### config.mk
export PLATFORM = sky130hd
export DESIGN_NAME = stnl_queue
export DESIGN_NICKNAME = d
export VERILOG_FILES = /design/src/stnl_pkg.sv /design/src/stnl_queue.sv
export SDC_FILE = /design/constraint.sdc
export NUM_CORES = 1
export LEC_CHECK = 0
export BUFFER_PORTS_ARGS = -buffer_cell sky130_fd_sc_hd__buf_2
export CAP_MARGIN = 10
export CORE_MARGIN = 2
export CORE_UTILIZATION = 56
export CTS_CLUSTER_DIAMETER = 60
export CTS_CLUSTER_SIZE = 40
export DETAILED_ROUTE_END_ITERATION = 10
export PLACE_DENSITY = 0.84
export RECOVER_POWER = 100
export SLEW_MARGIN = 10
export SYNTH_ARGS = -nofsm -noshare
export SYNTH_HDL_FRONTEND = slang
export SYNTH_SLANG_ARGS = --single-unit
### constraint.sdc
create_clock -name clk_i -period 8.8 [get_ports clk_i]
set_input_delay 0.44 -clock clk_i [delete_from_list [all_inputs] [get_ports clk_i]]
set_output_delay 0.44 -clock clk_i [all_outputs]
set_load 0.01 [all_outputs]
### src/stnl_pkg.sv
// ----------------------------------------------------------------------------
// stnl_pkg: shared types and constants of the sorted table lookup
// Table geometry, item and result codes, and the word passed from the
// front end to the table engine.
// ----------------------------------------------------------------------------
`default_nettype none

package stnl_pkg;

  // Table geometry
  localparam int TableDepth = 64;
  localparam int EnergyW    = 32;
  localparam int TagW       = 8;
  localparam int RankW      = 6;
  localparam int CountW     = $clog2(TableDepth + 1);

  // Queue between front end and table engine
  localparam int QueueDepth = 2;
  localparam int QPtrW      = $clog2(QueueDepth);
  localparam int QCountW    = $clog2(QueueDepth + 1);

  typedef enum logic {
    OP_INSERT = 1'b0,
    OP_LOOKUP = 1'b1
  } op_e;

  typedef enum logic [1:0] {
    ST_OK    = 2'd0,
    ST_EMPTY = 2'd1,
    ST_FULL  = 2'd2
  } status_e;

  typedef enum logic [1:0] {
    S_IDLE,
    S_SEL,
    S_PICK
  } eng_state_e;

  // Classified word: insert key or saturated lookup query
  typedef struct packed {
    op_e                op;
    logic [EnergyW-1:0] key;
    logic [TagW-1:0]    tag;
  } item_t;

endpackage : stnl_pkg

`default_nettype wire

### src/stnl_queue.sv
// ----------------------------------------------------------------------------
// stnl_queue: short work queue
// Register queue between the front end and the table engine so that each
// side can stall on its own.
// ----------------------------------------------------------------------------
`default_nettype none

module stnl_queue import stnl_pkg::*; (
  input  wire logic  clk_i,
  input  wire logic  rst_ni,
  input  wire logic  push_i,
  input  item_t      item_i,
  output logic       full_o,
  input  wire logic  pop_i,
  output logic       empty_o,
  output item_t      item_o
);

  item_t              mem_q [QueueDepth];
  logic [QPtrW-1:0]   wr_ptr_q, wr_ptr_d;
  logic [QPtrW-1:0]   rd_ptr_q, rd_ptr_d;
  logic [QCountW-1:0] cnt_q, cnt_d;
  logic               do_push, do_pop;

  assign full_o  = (cnt_q == QCountW'(QueueDepth));
  assign empty_o = (cnt_q == '0);
  assign do_push = push_i & ~full_o;
  assign do_pop  = pop_i & ~empty_o;
  assign item_o  = mem_q[rd_ptr_q];

  // Advance pointers and occupancy
  always_comb begin
    wr_ptr_d = wr_ptr_q;
    rd_ptr_d = rd_ptr_q;
    cnt_d    = cnt_q;
    if (do_push) begin
      wr_ptr_d = (wr_ptr_q == QPtrW'(QueueDepth - 1)) ? '0 : wr_ptr_q + 1'b1;
    end
    if (do_pop) begin
      rd_ptr_d = (rd_ptr_q == QPtrW'(QueueDepth - 1)) ? '0 : rd_ptr_q + 1'b1;
    end
    if (do_push && !do_pop) begin
      cnt_d = cnt_q + 1'b1;
    end else if (do_pop && !do_push) begin
      cnt_d = cnt_q - 1'b1;
    end
  end

  always_ff @(posedge clk_i or negedge rst_ni) begin
    if (!rst_ni) begin
      wr_ptr_q <= '0;
      rd_ptr_q <= '0;
      cnt_q    <= '0;
    end else begin
      wr_ptr_q <= wr_ptr_d;
      rd_ptr_q <= rd_ptr_d;
      cnt_q    <= cnt_d;
    end
  end

  // Store the incoming word
  always_ff @(posedge clk_i) begin
    if (do_push) begin
      mem_q[wr_ptr_q] <= item_i;
    end
  end

endmodule : stnl_queue

`default_nettype wire

-- Word-level counts from Yosys, hierarchy flattened
Memories as Yosys holds them, arrays and structs flattened.
Index checks and enable logic that the tools add are counted.
- register bits: 4
- memory bits (writable): 82
- bits of input ports: 45
- output and inout bits: 43
- logic and storage cells: 25
- memories: 1
- memory list (name ; words ; width ; rd ports ; clocked after memory_dff ; write ports ; RTL line ; text):
    mem_q ; 2 ; 41 ; 1 ; 0 ; 1 ; stnl_queue.sv:19 ; item_t mem_q [QueueDepth];
- $add $sub $neg: 4
- equal/unequal tests: 1
- mux-type cells: 6
- bitwise operators: 4
- reductions and logical operators: 6
- operators by type and width (cell ; count):
    two-way mux 1 bit ; 4
    two-way mux 2 bit ; 2
    adder 1 bit, second input constant ; 2
    adder 2 x 1 -> 2 bit, second input constant ; 1
    AND 1 bit ; 2
    equality test 2 bit, second input constant ; 1
    logical AND 1 bit ; 2
    zero test 1 bit ; 2
    zero test 2 bit ; 1
    NOT 1 bit ; 2
    nonzero test 2 bit ; 1
    subtractor 2 x 1 -> 2 bit, second input constant ; 1

-- Logic depth before layout (Yosys ltp)
- depth after elaboration: 7
- depth in mapped cells: 7

-- Worst setup path after synthesis
Ideal clock, no wire load.
- kind: register to register
- from: register cnt_q[0]
- to: memory mem_q[0][0] (netlist bit) (enable)
- library setup time: 0.439 ns
- arrival: 2.375 ns
- path slack: 5.985 ns
- stages on the path, launching flop included: 4
- path buffers: 0
- period minus slack after synthesis: 2.815 ns
- cells stage by stage: dfrtp_1 > nand2b_1 > nand2_1 > nor2_1
- cells in the longest elaborated chain, start to end: 5
- ends and longest elaborated chain (element ; RTL line ; text):
    start, declared ; stnl_queue.sv:22 ; logic [QCountW-1:0] cnt_q, cnt_d;
    start signal, assigned ; stnl_queue.sv:57 ; cnt_q <= cnt_d;
    equality test 2 bit ; stnl_queue.sv:25 ; assign full_o = (cnt_q == QCountW'(QueueDepth));
    NOT 1 bit ; stnl_queue.sv:27 ; assign do_push = push_i & ~full_o;
    AND 1 bit ; stnl_queue.sv:27 ;
    two-way mux 1 bit ; stnl_queue.sv:63 ; if (do_push) begin
    two-way mux 1 bit (implied by the code) ; stnl_queue.sv:64 ; mem_q[wr_ptr_q] <= item_i;
    end, declared ; stnl_queue.sv:19 ;
Every way passes these cells.

-- Worst setup path in the final report
- from: register cnt_q[0]
- to: memory mem_q[0][32] (netlist bit) (enable)
Same word-level chain as after synthesis.

==> results.json <==
{
  "tightest_slew_ns": 3.252,
  "crit_fanout": 41,
  "cts.reportedPaths.clkPinSlew_ns": 0.08,
  "drc": 0,
  "synth.avg_cell_area_um2": 22.85,
  "drt_first_pass_iters": 4,
  "core_region_area_um2": 5851,
  "p_per_area_nw_per_um2": 314.8,
  "place_congestion": 0.7254,
  "fin_crit_sh_pct": 40.68,
  "final_common_cell": "edfxtp_1",
  "synthXorXnorAreaFrac_pct": 1.304,
  "post_cts_buffers": 0,
  "n_antenna_cell": 0,
  "crit_arrival_ns": 3.46,
  "routed.top_layer": "met4",
  "p_sw_mw": 0.3513,
  "cts_inserted_buffers": 9,
  "switching_share_pct": 29.16,
  "htreeDepth": 3,
  "post-dp-hpwl_um": 3335,
  "area_delta_synth_final_pct": 13.93,
  "wl_met2_um": 2593,
  "cts_buffer_depth": 2,
  "critical_path_class": "flop to flop",
  "synth_area_um2": 3358,
  "cts.sinks": 86,
  "post_drt_wl_per_cell_um": 15.72,
  "drive_above_1_share_pct": 31.98,
  "ys_warn_count": 0,
  "chipHeight_um": 81.44,
  "root_buffer": "clkbuf_8",
  "synth_compound_area_share_pct": 0.1490,
  "final_util_pct": 65.40,
  "tns_ns": 0,
  "grt_pass1_vias": 1630,
  "drv_slew": 112,
  "synth_top_family_by_area": "multiplexers",
  "peakVddDrop_v": 0.0002442,
  "synthMuxAreaShare_pct": 18.11,
  "initial_core_util_pct": 57.40,
  "maxCapViolCount": 3,
  "layout_common_cells": "edfxtp_1 (82), buf_2 (64), mux2_1 (38)",
  "fin_area_um2": 3826,
  "mappedNetlistNets": 193,
  "synthTopCellsByArea": "edfxtp_1 (73%), mux2_4 (17%), dfrtp_1 (3.0%), buf_12 (2.4%), xnor2_1 (0.78%)",
  "status": "finished, violations left",
  "die_area_um2": 6632,
  "p_int_mw": 0.8534,
  "slew_headroom_pct": -117.6,
  "worst_ep_required_time_ns": 8.68,
  "syn_inst": 147,
  "synth.distinct_cells": 15,
  "nNetsFinal": 288,
  "p_clk_share_pct": 21.4,
  "wirelength_met1_um": 2061,
  "min_period_ns": 3.580,
  "grt_max_degree": 42,
  "vias": 1598,
  "p_leak_nw": 1.413,
  "routed_wl_um": 5062,
  "synth_seq_cells": 86,
  "portBuffers": 87,
  "globalRouteTotalUtil_pct": 15.83,
  "worstHoldPathType": "input pin to flop",
  "clock_latency_ns": 0.34,
  "antenna_found_initial": 0,
  "place_area_um2": 3814,
  "drtIter0Drc": 113,
  "final-setup-viol-count": 0,
  "core.rowCount": 28,
  "synth_fa_ha_area_share_pct": 0.3726,
  "finalHoldViolations": 0,
  "fin_skew_ns": 0.009615,
  "crit_path_end_kind": "flop",
  "overflow": 0,
  "die_w_um": 81.44,
  "dr_wl_met3_um": 310,
  "critPathLaunchType": "flop",
  "hold_ws_ns": 0.2873,
  "synth-seq-area-share_pct": 76.30,
  "comb_power_share_pct": 28.2,
  "cts_tree": "yes",
  "power_frac_seq_pct": 50.4,
  "rsz0062_at_grt": "no",
  "fmax_mhz": 279.3,
  "final_antenna_net_count": 0,
  "via_per_inst": 4.963,
  "synth_top_area_cell": "edfxtp_1",
  "grt_pass1_wl_um": 7327,
  "synth_top_area_share_pct": 73.32,
  "post_cts_resized": 0,
  "io_pins": 88,
  "yosys.area_share.simple_pct": 0.8197,
  "violations": "max-capacitance violations, max-slew violations"
}
==> state kept, by name, indices dropped and copies added, names as in the netlist <==
register / cells
cnt_q: 2
mem_q: 82
rd_ptr_q: 1
wr_ptr_q: 1
==> final cells by class <==
class	instances	area [µm²]
multi-input combinational	54	554.3
fill	451	2024
sequential	86	2562
clock buffer	14	152.6
inverter	2	7.507
tap	75	93.84
timing repair buffer	89	420.4
clock inverter	2	35.03
==> critical path: stages (launching register included) <==
cell	delay (ns)
dfrtp_1	0.44
nand2b_1	0.17
nand2_1	0.12
nor2_1	2.39
==> power groups by stage <==
stage               Clock, mW  Combinational, mW  Sequential, mW
global placement            0              0.425           0.615
floorplan                   0              0.356           0.594
detailed placement          0              0.429           0.623
finish                  0.258              0.340           0.607
CTS                     0.266              0.430           0.613
global route            0.281              0.375           0.618
==> cell families (layout without fill, tap and decap cells) <==
group,Yosys count,after routing
flip-flops,86,86
AO/OA/AOI/OAI,1,1
buffers and inverters,7,107
multiplexers,41,41
adder cells (fa/ha/maj),1,1
XOR/XNOR,5,5
AND/OR/NAND/NOR,6,6
==> repair_timing <==
item / CTS / global route
endpoints found under the setup margin: 0 / 0
endpoints found under the hold margin: 4 / 0
hold buffers: 1 / 0
==> path summary, 6_finish.rpt <==
path	startpoint	endpoint	cells after the start	slack (ns)
hold / removal	item_i[26]	mem_q[0][26]	1	0.29
min in group asynchronous	rst_ni	cnt_q[1]	2	0.48
setup / recovery	cnt_q[0]	mem_q[0][32]	3	5.22
max in group asynchronous	rst_ni	wr_ptr_q	2	8.11
hold reg to reg	wr_ptr_q	wr_ptr_q	1	0.50
setup reg to reg	cnt_q[0]	mem_q[0][32]	3	5.22
==> through the flow <==
step           setup WS [ns]  power, mW  instances
3_5_place_dp           6.600      1.051        305
3_3_place_gp           6.630      1.039        305
4_1_cts                6.227      1.310        322
6_report               5.220      1.205        322
2_1_floorplan          5.985     0.9503        147
5_1_grt                4.717      1.274        322
==> synth_stat cells <==
cell type  count
edfxtp_1      82
mux2_4        39
buf_12         4
dfrtp_1        4
nor2_1         3
xnor2_1        3
inv_1          2
mux2_2         2
xor2_1         2
and3_1         1
buf_6          1
ha_1           1
nand2_1        1
nand2b_1       1
o21ai_1        1
==> metal layers <==
| metal | up-vias | track usage [%] |
|---|---|---|
| li1 | 760 | - |
| met1 | 776 | 16.88 |
| met2 | 52 | 27.30 |
| met3 | 10 | 4.615 |
| met4 | 0 | 10.34 |
| met5 | - | 0 |
No activity file was read; power rests on OpenSTA's default activity.
