**src/stnl_pkg.sv**
```systemverilog
// ----------------------------------------------------------------------------
// stnl_pkg: shared types and constants of the sorted table lookup
// Table geometry, item and result codes, and the word passed from the
// front end to the table engine.
// ----------------------------------------------------------------------------
`default_nettype none

package stnl_pkg;

  // Table geometry
  localparam int TableDepth = 64;
  localparam int EnergyW    = 32;
  localparam int TagW       = 8;
  localparam int RankW      = 6;
  localparam int CountW     = $clog2(TableDepth + 1);

  // Queue between front end and table engine
  localparam int QueueDepth = 2;
  localparam int QPtrW      = $clog2(QueueDepth);
  localparam int QCountW    = $clog2(QueueDepth + 1);

  typedef enum logic {
    OP_INSERT = 1'b0,
    OP_LOOKUP = 1'b1
  } op_e;

  typedef enum logic [1:0] {
    ST_OK    = 2'd0,
    ST_EMPTY = 2'd1,
    ST_FULL  = 2'd2
  } status_e;

  typedef enum logic [1:0] {
    S_IDLE,
    S_SEL,
    S_PICK
  } eng_state_e;

  // Classified word: insert key or saturated lookup query
  typedef struct packed {
    op_e                op;
    logic [EnergyW-1:0] key;
    logic [TagW-1:0]    tag;
  } item_t;

endpackage : stnl_pkg

`default_nettype wire

```
**src/stnl_front.sv**
```systemverilog
// ----------------------------------------------------------------------------
// stnl_front: input front end
// Accepts words from the input queue port, forms the lookup query with a
// saturating subtract and hands a classified word to the work queue.
// ----------------------------------------------------------------------------
`default_nettype none

module stnl_front import stnl_pkg::*; (
  input  wire logic               push,
  output logic                    full,
  input  wire logic               opcode_i,
  input  wire logic [EnergyW-1:0] energy_i,
  input  wire logic [EnergyW-1:0] offset_i,
  input  wire logic [TagW-1:0]    tag_i,
  input  wire logic               q_full_i,
  output logic                    q_push_o,
  output item_t                   q_item_o
);

  logic [EnergyW:0] diff;
  op_e              op;

  // Back-pressure follows the work queue
  assign full     = q_full_i;
  assign q_push_o = push & ~q_full_i;

  // Classify and build the key, saturating the query at zero
  always_comb begin
    op   = op_e'(opcode_i);
    diff = {1'b0, energy_i} - {1'b0, offset_i};
    q_item_o.op  = op;
    q_item_o.tag = tag_i;
    if (op == OP_LOOKUP) begin
      q_item_o.key = diff[EnergyW] ? '0 : diff[EnergyW-1:0];
    end else begin
      q_item_o.key = energy_i;
    end
  end

endmodule : stnl_front

`default_nettype wire

```
**config.mk**
```make
export PLATFORM = sky130hd
export DESIGN_NAME = stnl_front
export DESIGN_NICKNAME = d
export VERILOG_FILES = /design/src/stnl_pkg.sv /design/src/stnl_front.sv
export SDC_FILE = /design/constraint.sdc
export NUM_CORES = 1
export LEC_CHECK = 0
export BUFFER_PORTS_ARGS = -buffer_cell sky130_fd_sc_hd__buf_2
export CORE_MARGIN = 2
export CORE_UTILIZATION = 53
export DETAILED_ROUTE_END_ITERATION = 6
export PLACE_DENSITY = 0.94
export RECOVER_POWER = 50
export SYNTH_ARGS = -nofsm -noshare
export SYNTH_HDL_FRONTEND = slang
export SYNTH_SLANG_ARGS = --single-unit
```
**constraint.sdc**
```tcl
create_clock -name vclk -period 8.19
set_input_delay 1.638 -clock vclk [all_inputs]
set_output_delay 1.638 -clock vclk [all_outputs]
set_load 0.02 [all_outputs]
```
Yosys cells after proc, flatten, opt, wreduce, memory -nomap -nowiden. Cells that the tools add are included.

Output and inout port bits: 43. Flip-flop bits (word level): 0. Bits of input ports: 75. Logic and storage cells: 5.

Multiplexer cells: 2. Add/sub/neg operators: 1. Bitwise gates (word level): 2.

Operator list (count): $mux W32 (2); $sub A32 B32 Y33 (1); $and A1 B1 Y1 (1); $not A1 Y1 (1).

Depth between registers and ports, before layout. Gate-level depths: netlist of the first run.

Depth after elaboration: 3. Depth in mapped cells: 11. Depth with buffers taken out: 10.

Worst setup path after synthesis of the first run. OpenSTA, ideal clock, no wires.

Path kind: input to output. Start point: in energy_i[0]. End point: out q_item_o[22] in the netlist's numbering. Setup slack: 2155 ps. Data required time: 6552 ps. Buffers on the path: 0. Arrival: 4397 ps. Stages: 10. Cells stage by stage: inv_1 -> ha_1 -> fa_1 -> nand2b_1 -> a21oi_1 -> o211a_1 -> nor3_1 -> a2111oi_2 -> nor2_2 -> o41ai_1.

RTL lines: start: declaration (line stnl_front.sv:12) `input wire logic [EnergyW-1:0] energy_i,`; end: declaration (line stnl_front.sv:17) `output item_t q_item_o`.

==> metrics.txt, run 1 <==
remaining antenna violation count 0; CP cell instances buf_2 -> inv_1 -> ha_1 -> fa_1 -> nand2b_1 -> a21oi_1 -> o211a_1 -> nor3_1 -> a2111oi_0 -> o21ai_0 -> o41ai_1 -> buf_2; Row Count 24; FF/Latch Area 0 sq um; Max stage delay on crit path 0.71 ns; Slew @ Worst Pin 1.249 ns; # diodes 0; Leak 1.533 nW; Chip Width 71.24 microns; vias in the first global route 2714; # Max-Cap Violations 0; CP Depth 12; Final period util 86.04%; multi-input logic area 2085 sq um; CP required 6.55 ns; CP Launch Type input port; power per cell area 83.64 nW/um^2; DIE AREA 5074 sq um; pre-CTS setup slack 1.764 ns; RSZ-0062 raised after global routing no; sequential-to-total area share from yosys stat 0%; fmax 0.1419 GHz; Post-DP HPWL 5591 microns; Setup TNS 0 ns; CTS Hold Buffers Added 0; syn nets 474; DR pass1 iterations 4; Avg Synthesized Cell Area 6.565 sq um; Top delay family on crit path compound AO/OA/AOI/OAI gates; Synth cell types 56; share of cells above drive strength 1 22.85%; initial antenna violation count 0; crit-path max FO 7; maximum vdd ir drop 0.04820 mV; setup violators final 0; via count 2963; Seq cells 0; WL/cell 13.86 microns; Slowest-stage cell, CP a2111oi_0; largest net degree at the start of global routing 23; DRT iter0 DRCs 180; fin nets 553; Arr. time, crit path 5.41 ns; Resize count post-CTS 0; Cell Area, Synth 2396 sq um; CP endpoint q_item_o[38]; Crit. End Element output port; most frequent cells in the layout buf_2 (92), inv_1 (44), nand2_1 (38), ha_1 (33), a21oi_1 (27); fin. max-slew vios 0; Design Area, Final 2820 sq um; Worst Slack Setup Final 1.144 ns; fin crit period 7.046 ns; Area Growth Syn to Fin 17.70%; Starting Density 55.03%; Synth warnings 0; CP Class input port to output port; endpoints failing hold 0; Post-Syn Instances 365; DRC 0; num ports 118; Top cell by count, worst path buf_2; GRT overflow 0; DIE HEIGHT 71.24 microns; Yosys top cell area share 17.23%; fillcell total 400; first-pass GRT wire length 10900 microns; Synth area leaders ha_1 (17%), inv_1 (6.9%), nand2_1 (6.0%), a21oi_1 (5.6%), o2bb2ai_1 (4.8%); HP Class input port to output port; setup bufs post-CTS 0; drt via density 5.998; Routed WL 6849 microns; Port Buffers 102; core area 4354 sq um; leading area contributor after synthesis ha_1; worst setup path startpoint energy_i[0]; outcome complete, no violations; RD Place Congestion 0.9388; WP buf/inv 3; most common cell after layout, fill and taps aside buf_2; relative slew slack 15.83%; CLK BUF 0; Global Route Usage Sum 24.91%; placed cell area 2839 sq um
## worst min path at each step
stage | endpoint | cells past startpoint | start
3_3_place_gp | q_item_o[3] | 0 | tag_i[3]
3_5_place_dp | q_item_o[3] | 0 | tag_i[3]
2_1_floorplan | q_push_o | 1 | q_full_i
4_1_cts | q_item_o[3] | 0 | tag_i[3]
5_1_grt | q_item_o[0] | 0 | tag_i[0]
6_report | q_item_o[0] | 0 | tag_i[0]
## cells by family after synthesis
| kind of cell | synth area share [%] |
|---|---|
| muxes | 0.4699 |
| AOI/OAI and AO/OA | 38.64 |
| buffers and inverters | 12.74 |
| xor gates and xnor gates | 7.311 |
| adders and majority gates | 18.07 |
| and+or+nand+nor | 22.77 |
## report_power, final
part	internal, W	switching [W]
Clock	0	0
Combinational	0.0000944	0.000142
Sequential	0	0
Total	0.0000944	0.000142
## through the flow
step / total power (W) / utilization (%) / std cells / hold WS [ns]
after floorplan: 0.0001764 / - / 365 / 3.354
after global placement: 0.0002274 / 65.20 / 494 / 3.276
after detailed placement: 0.0002341 / 65.20 / 494 / 3.276
after CTS: 0.0002352 / 65.20 / 494 / 3.276
after global routing: 0.0002584 / 64.77 / 494 / 3.276
final: 0.0002359 / 64.77 / 494 / 3.276
## Yosys cell counts (all sizes together), types with 4 or more instances
| library cell | number |
|---|---|
| o21bai | 6 |
| inv | 44 |
| a21oi | 27 |
| and3 | 5 |
| o2bb2ai | 13 |
| clkbuf | 12 |
| o31ai | 7 |
| nor2 | 22 |
| a31oi | 4 |
| o41ai | 6 |
| nand4 | 6 |
| a21o | 14 |
| a22o | 4 |
| o21ai | 20 |
| nand2 | 38 |
| buf | 14 |
| o21a | 4 |
| nand2b | 5 |
| nor2b | 8 |
| xnor2 | 12 |
| xor2 | 8 |
| o211ai | 4 |
| ha | 33 |
| nor3 | 11 |
## cell type report
cell class	count	share of cell area, %
Inverter	44	5.856
Timing Repair Buffer	103	17.92
Multi-Input combinational cell	295	73.91
Tap cell	52	2.307
## layer usage
layer	GRT usage (%)	wire length, microns	share of wire (%)
met4	7.128	90	1.3
met1	31.82	2909	42
met5	0	0	0
met2	45.37	3423	50
met3	0.9845	426	6.2
Power figures use the tool's default switching activity.
==> run 2, diff against run 1 <==
Settings changed: CORE_UTILIZATION 53 to 49, PLACE_DENSITY 0.94 to 0.88.
Clock period 8.19 ns to 6.55 ns, I/O delays scaled along.
==> run 2 against run 1 <==
  * Clock-buffer cell count unchanged
  * Setup slack got worse by 0.39 ns
  * Flip-flop and latch count unchanged
  * Hold slack got worse by 0.66 ns
  * Power increased by 26%
  * Routed wire length increased by 1.8%
  * Sequential share of layout area unchanged
  * Global-route usage decreased by 0.54 points
  * Via count decreased by 0.94%
  * Critical path depth decreased by 1
  * Cell count increased by 3.2%
  * Critical path type unchanged
  * Largest cell class unchanged
  * Highest routed layer unchanged
==> metrics.txt, run 2 (synthesis results as in run 1) <==
outcome complete, no violations; DIE HEIGHT 73.93 microns (+3.8%); CP Launch Type input port; Arr. time, crit path 4.48 ns (-0.93 ns); CP required 5.24 ns (-1.31 ns); met3 Resource Use GR 2.058% (+1.1 points); Starting Density 50.73% (-4.3 points); P_sw 0.0001786 W (+26%); GRT overflow 0 (unchanged); grt peak-use layer met2; Row Count 25 (+4.2%); fmax 0.1726 GHz; fin crit period 5.795 ns; Clock power frac 0% (unchanged); endpoints failing hold 0 (unchanged); hold depth 0 (unchanged); # diodes 0 (unchanged); initial antenna violation count 0 (unchanged); RD Place Congestion 0.9211 (-1.9%); most common cell after layout, fill and taps aside buf_2; WL/cell 13.67 microns (-1.4%); multi-input logic area 2088 sq um (+0.18%); share of cells above drive strength 1 23.02% (+0.17 points); CTS Hold Buffers Added 0 (unchanged); # Max-Cap Violations 0 (unchanged); Slew @ Worst Pin 0.9582 ns (-0.2912 ns); setup bufs post-CTS 0 (unchanged); Final period util 88.47%; RSZ-0062 raised after global routing no; pre-CTS setup slack 0.9547 ns (-0.8095 ns); Crit. End Element output port; drt via density 5.755 (-4.1%); Routed WL 6971 microns (+1.8%); CP Class input port to output port; GRT met2 Usage 44.44% (-0.93 points); DRT iter0 DRCs 181 (+0.56%); Power Internal 0.0001190 W (+26%); Resize count post-CTS 0 (unchanged); Logic pwr share 100.0% (about the same); fin. max-slew vios 0 (unchanged); Chip Width 73.93 microns (+3.8%); core area 4723 sq um (+8.5%); power per cell area 104.4 nW/um^2 (+25%); vias in the first global route 2669 (-1.7%); largest net degree at the start of global routing 26 (+13%); met1 usage 31.22% (-0.60 points); DIE AREA 5465 sq um (+7.7%); Worst Slack Setup Final 0.7552 ns (-0.3884 ns); Global Route Usage Sum 24.38% (-0.54 points); Sequential Power Share 0% (unchanged); Leak 1.538 nW (+0.30%); FF/Latch Area 0 sq um (unchanged); worst hold slack 2.620 ns (-0.6560 ns); HP Class input port to output port; Post-DP HPWL 5791 microns (+3.6%); relative slew slack 36.12% (+20 points); DRC 0 (unchanged); setup violators final 0 (unchanged); via count 2935 (-0.94%); Area Growth Syn to Fin 18.96%; first-pass GRT wire length 11200 microns (+2.7%); Seq cells 0 (unchanged); DR pass1 iterations 4 (unchanged); crit-path max FO 11 (+4); maximum vdd ir drop 0.04698 mV (-2.5%); num ports 118 (unchanged); CLK BUF 0 (unchanged); Setup TNS 0 ns (unchanged); remaining antenna violation count 0 (unchanged); sw frac 60.01% (about the same); most frequent cells in the layout buf_2 (92), inv_1 (44), nand2_1 (38), ha_1 (33), a21oi_1 (27); fillcell total 464 (+16%); fin nets 554 (+0.18%); Port Buffers 102 (unchanged)
-- run 2: worst paths after layout --
check | endpoint | slack [ns] | startpoint
max | q_item_o[20] | 0.76 | energy_i[21]
min | q_item_o[1] | 2.62 | tag_i[1]
-- run 2: power groups by stage --
stage,logic [W],clock network (W),registers (W)
3_5_place_dp,0.000295,0,0
6_report,0.000298,0,0
2_1_floorplan,0.000221,0,0
5_1_grt,0.000329,0,0
3_3_place_gp,0.000289,0,0
4_1_cts,0.000296,0,0
-- run 2: critical path, cell delays in order --
cell	delay (ns)
buf_2	0.11
ha_1	0.36
a21oi_1	0.30
o21ai_0	0.19
or4_1	0.49
nor3_1	0.32
a2111oi_2	0.15
nor2_1	0.62
buf_4	0.31
o32ai_1	0.11
buf_2	0.21
-- run 2: layout make-up --
cell class	instances	area share [%]
Tap cell	67	2.941
Timing Repair Buffer	104	18.00
Inverter	44	5.795
Multi-Input combinational cell	295	73.27
-- run 2: routing by layer --
| metal | vias up | share of wire (%) |
|---|---|---|
| li1 | 1479 | - |
| met1 | 1310 | 44 |
| met2 | 138 | 47 |
| met3 | 8 | 7.8 |
| met4 | 0 | 1.1 |
| met5 | - | 0 |
-- run 2: metrics by stage --
step / power (W) / utilization, % / instances / instance area (sq um)
after floorplan: 0.0002206 / - / 365 / 2396
after global placement: 0.0002889 / 60.66 / 510 / 2865
after detailed placement: 0.0002946 / 60.66 / 510 / 2865
after CTS: 0.0002963 / 60.66 / 510 / 2865
after global routing: 0.0003286 / 60.34 / 510 / 2850
final: 0.0002976 / 60.34 / 510 / 2850
==> run 3, diff against run 2 <==
Settings changed: CORE_UTILIZATION 49 to 40, PLACE_DENSITY 0.88 to 0.74.
Clock period 6.55 ns to 6.1 ns, I/O delays scaled along.
==> run 3 against run 2 <==
  * Die area rose by 21%
  * Routed wire length rose by 2.6%
  * Power rose by 7.7%
  * Flip-flop and latch count did not move
  * Global-route usage fell by 3.7 points
  * Core utilization fell by 11 points
  * Setup slack got worse by 0.13 ns
  * First-iteration DRC count fell by 21%
  * Sequential share of layout area did not move
  * Critical endpoint is now q_item_o[22]
  * Highest routed layer unchanged
==> metrics.txt, run 3 (synthesis results as in run 1) <==
Routed WL 7153 microns (+2.6%); placed cell area 2875 sq um (+0.35%); first-pass GRT wire length 11430 microns (+2.1%); Arr. time, crit path 4.25 ns (-0.23 ns); largest net degree at the start of global routing 23 (-12%); pre-CTS setup slack 0.6174 ns (-0.3374 ns); fillcell total 626 (+35%); DIE HEIGHT 81.40 microns (+10%); Global Route Usage Sum 20.70% (-3.7 points); Starting Density 40.95% (-9.8 points); Post-DP HPWL 5919 microns (+2.2%); Row Count 28 (+12%); HP Class input port to output port; Resize count post-CTS 0 (unchanged); CLK BUF 0 (unchanged); Area Growth Syn to Fin 19.37%; CP Class input port to output port; crit-path max FO 14 (+3); fin nets 554 (unchanged); CP Launch Type input port; GRT overflow 0 (unchanged); maximum vdd ir drop 0.04709 mV (+0.23%); multi-input logic area 2088 sq um (unchanged); relative slew slack 33.16% (-3.0 points); RD Place Congestion 0.8880 (-3.6%); # diodes 0 (unchanged); CTS Hold Buffers Added 0 (unchanged); DRC 0 (unchanged); num ports 118 (unchanged); DR pass1 iterations 4 (unchanged); share of cells above drive strength 1 23.02% (unchanged); DIE AREA 6625 sq um (+21%); worst hold slack 2.440 ns (-0.1800 ns); Power, Total 0.0003204 W (+7.7%); most common cell after layout, fill and taps aside buf_2; # Max-Cap Violations 0 (unchanged); Slew @ Worst Pin 1.003 ns (+0.04441 ns); Chip Width 81.40 microns (+10%); via count 2917 (-0.61%); vias in the first global route 2640 (-1.1%); fin crit period 5.474 ns; Crit. End Element output port; Seq cells 0 (unchanged); fmax 0.1827 GHz; CP required 4.88 ns (-0.36 ns); Port Buffers 102 (unchanged); setup bufs post-CTS 0 (unchanged); Design Area, Final 2860 sq um (+0.35%); DRT iter0 DRCs 143 (-21%); fin. max-slew vios 0 (unchanged); remaining antenna violation count 0 (unchanged); WL/cell 13.81 microns (+1.0%); core area 5851 sq um (+24%); endpoints failing hold 0 (unchanged); FF/Latch Area 0 sq um (unchanged); outcome complete, no violations; Final period util 89.73%; Worst Slack Setup Final 0.6265 ns (-0.1288 ns); initial antenna violation count 0 (unchanged); Setup TNS 0 ns (unchanged); power per cell area 112.0 nW/um^2 (+7.3%); setup violators final 0 (unchanged); Leak 1.540 nW (+0.10%); drt via density 5.631 (-2.1%); RSZ-0062 raised after global routing no; most frequent cells in the layout buf_2 (92), inv_1 (44), nand2_1 (38), ha_1 (33), a21oi_1 (27)
## run 3: cell types whose count changed in the layout (fill, tap and decap cells not counted)
cell   previous run  this run
or2_0             1         0
or2_1             0         1
## run 3: routing by layer
layer | GRT usage (%) | wire [microns]
met2 | 36.89 | 3444
met4 | 3.729 | 57
met1 | 27.82 | 3287
met5 | 0 | 0
met3 | 0.6667 | 363
## run 3: layout make-up
cell class         instances  area share [%]
repair buffers           104           17.94
multi-input cells        295           73.01
well taps                 75           3.281
inverters                 44           5.774
## run 3: metrics by stage
step                      std cells  util, %
after floorplan                 365        -
after global placement          518    49.14
after detailed placement        518    49.14
after CTS                       518    49.14
after global routing            518    48.89
final                           518    48.89
## run 3: power by group
part | switching [W] | leakage [nW] | internal [W]
clock network | 0 | 0 | 0
registers | 0 | 0 | 0
logic | 0.000192 | 1.54 | 0.000128
## run 3: worst paths after layout
check | from | endpoint | cells past startpoint
setup / recovery | energy_i[0] | q_item_o[22] | 13
hold / removal | tag_i[0] | q_item_o[0] | 0
## run 3: critical path, stage by stage
cell and delay [ns]:
buf_2 0.07, inv_1 0.05, ha_1 0.21, fa_1 0.40, nand2b_1 0.18, a21oi_1 0.29
o211a_1 0.27, nor3_1 0.10, a2111oi_2 0.46, nor2_1 0.20, buf_4 0.25, o41ai_1 0.34
buf_2 0.22
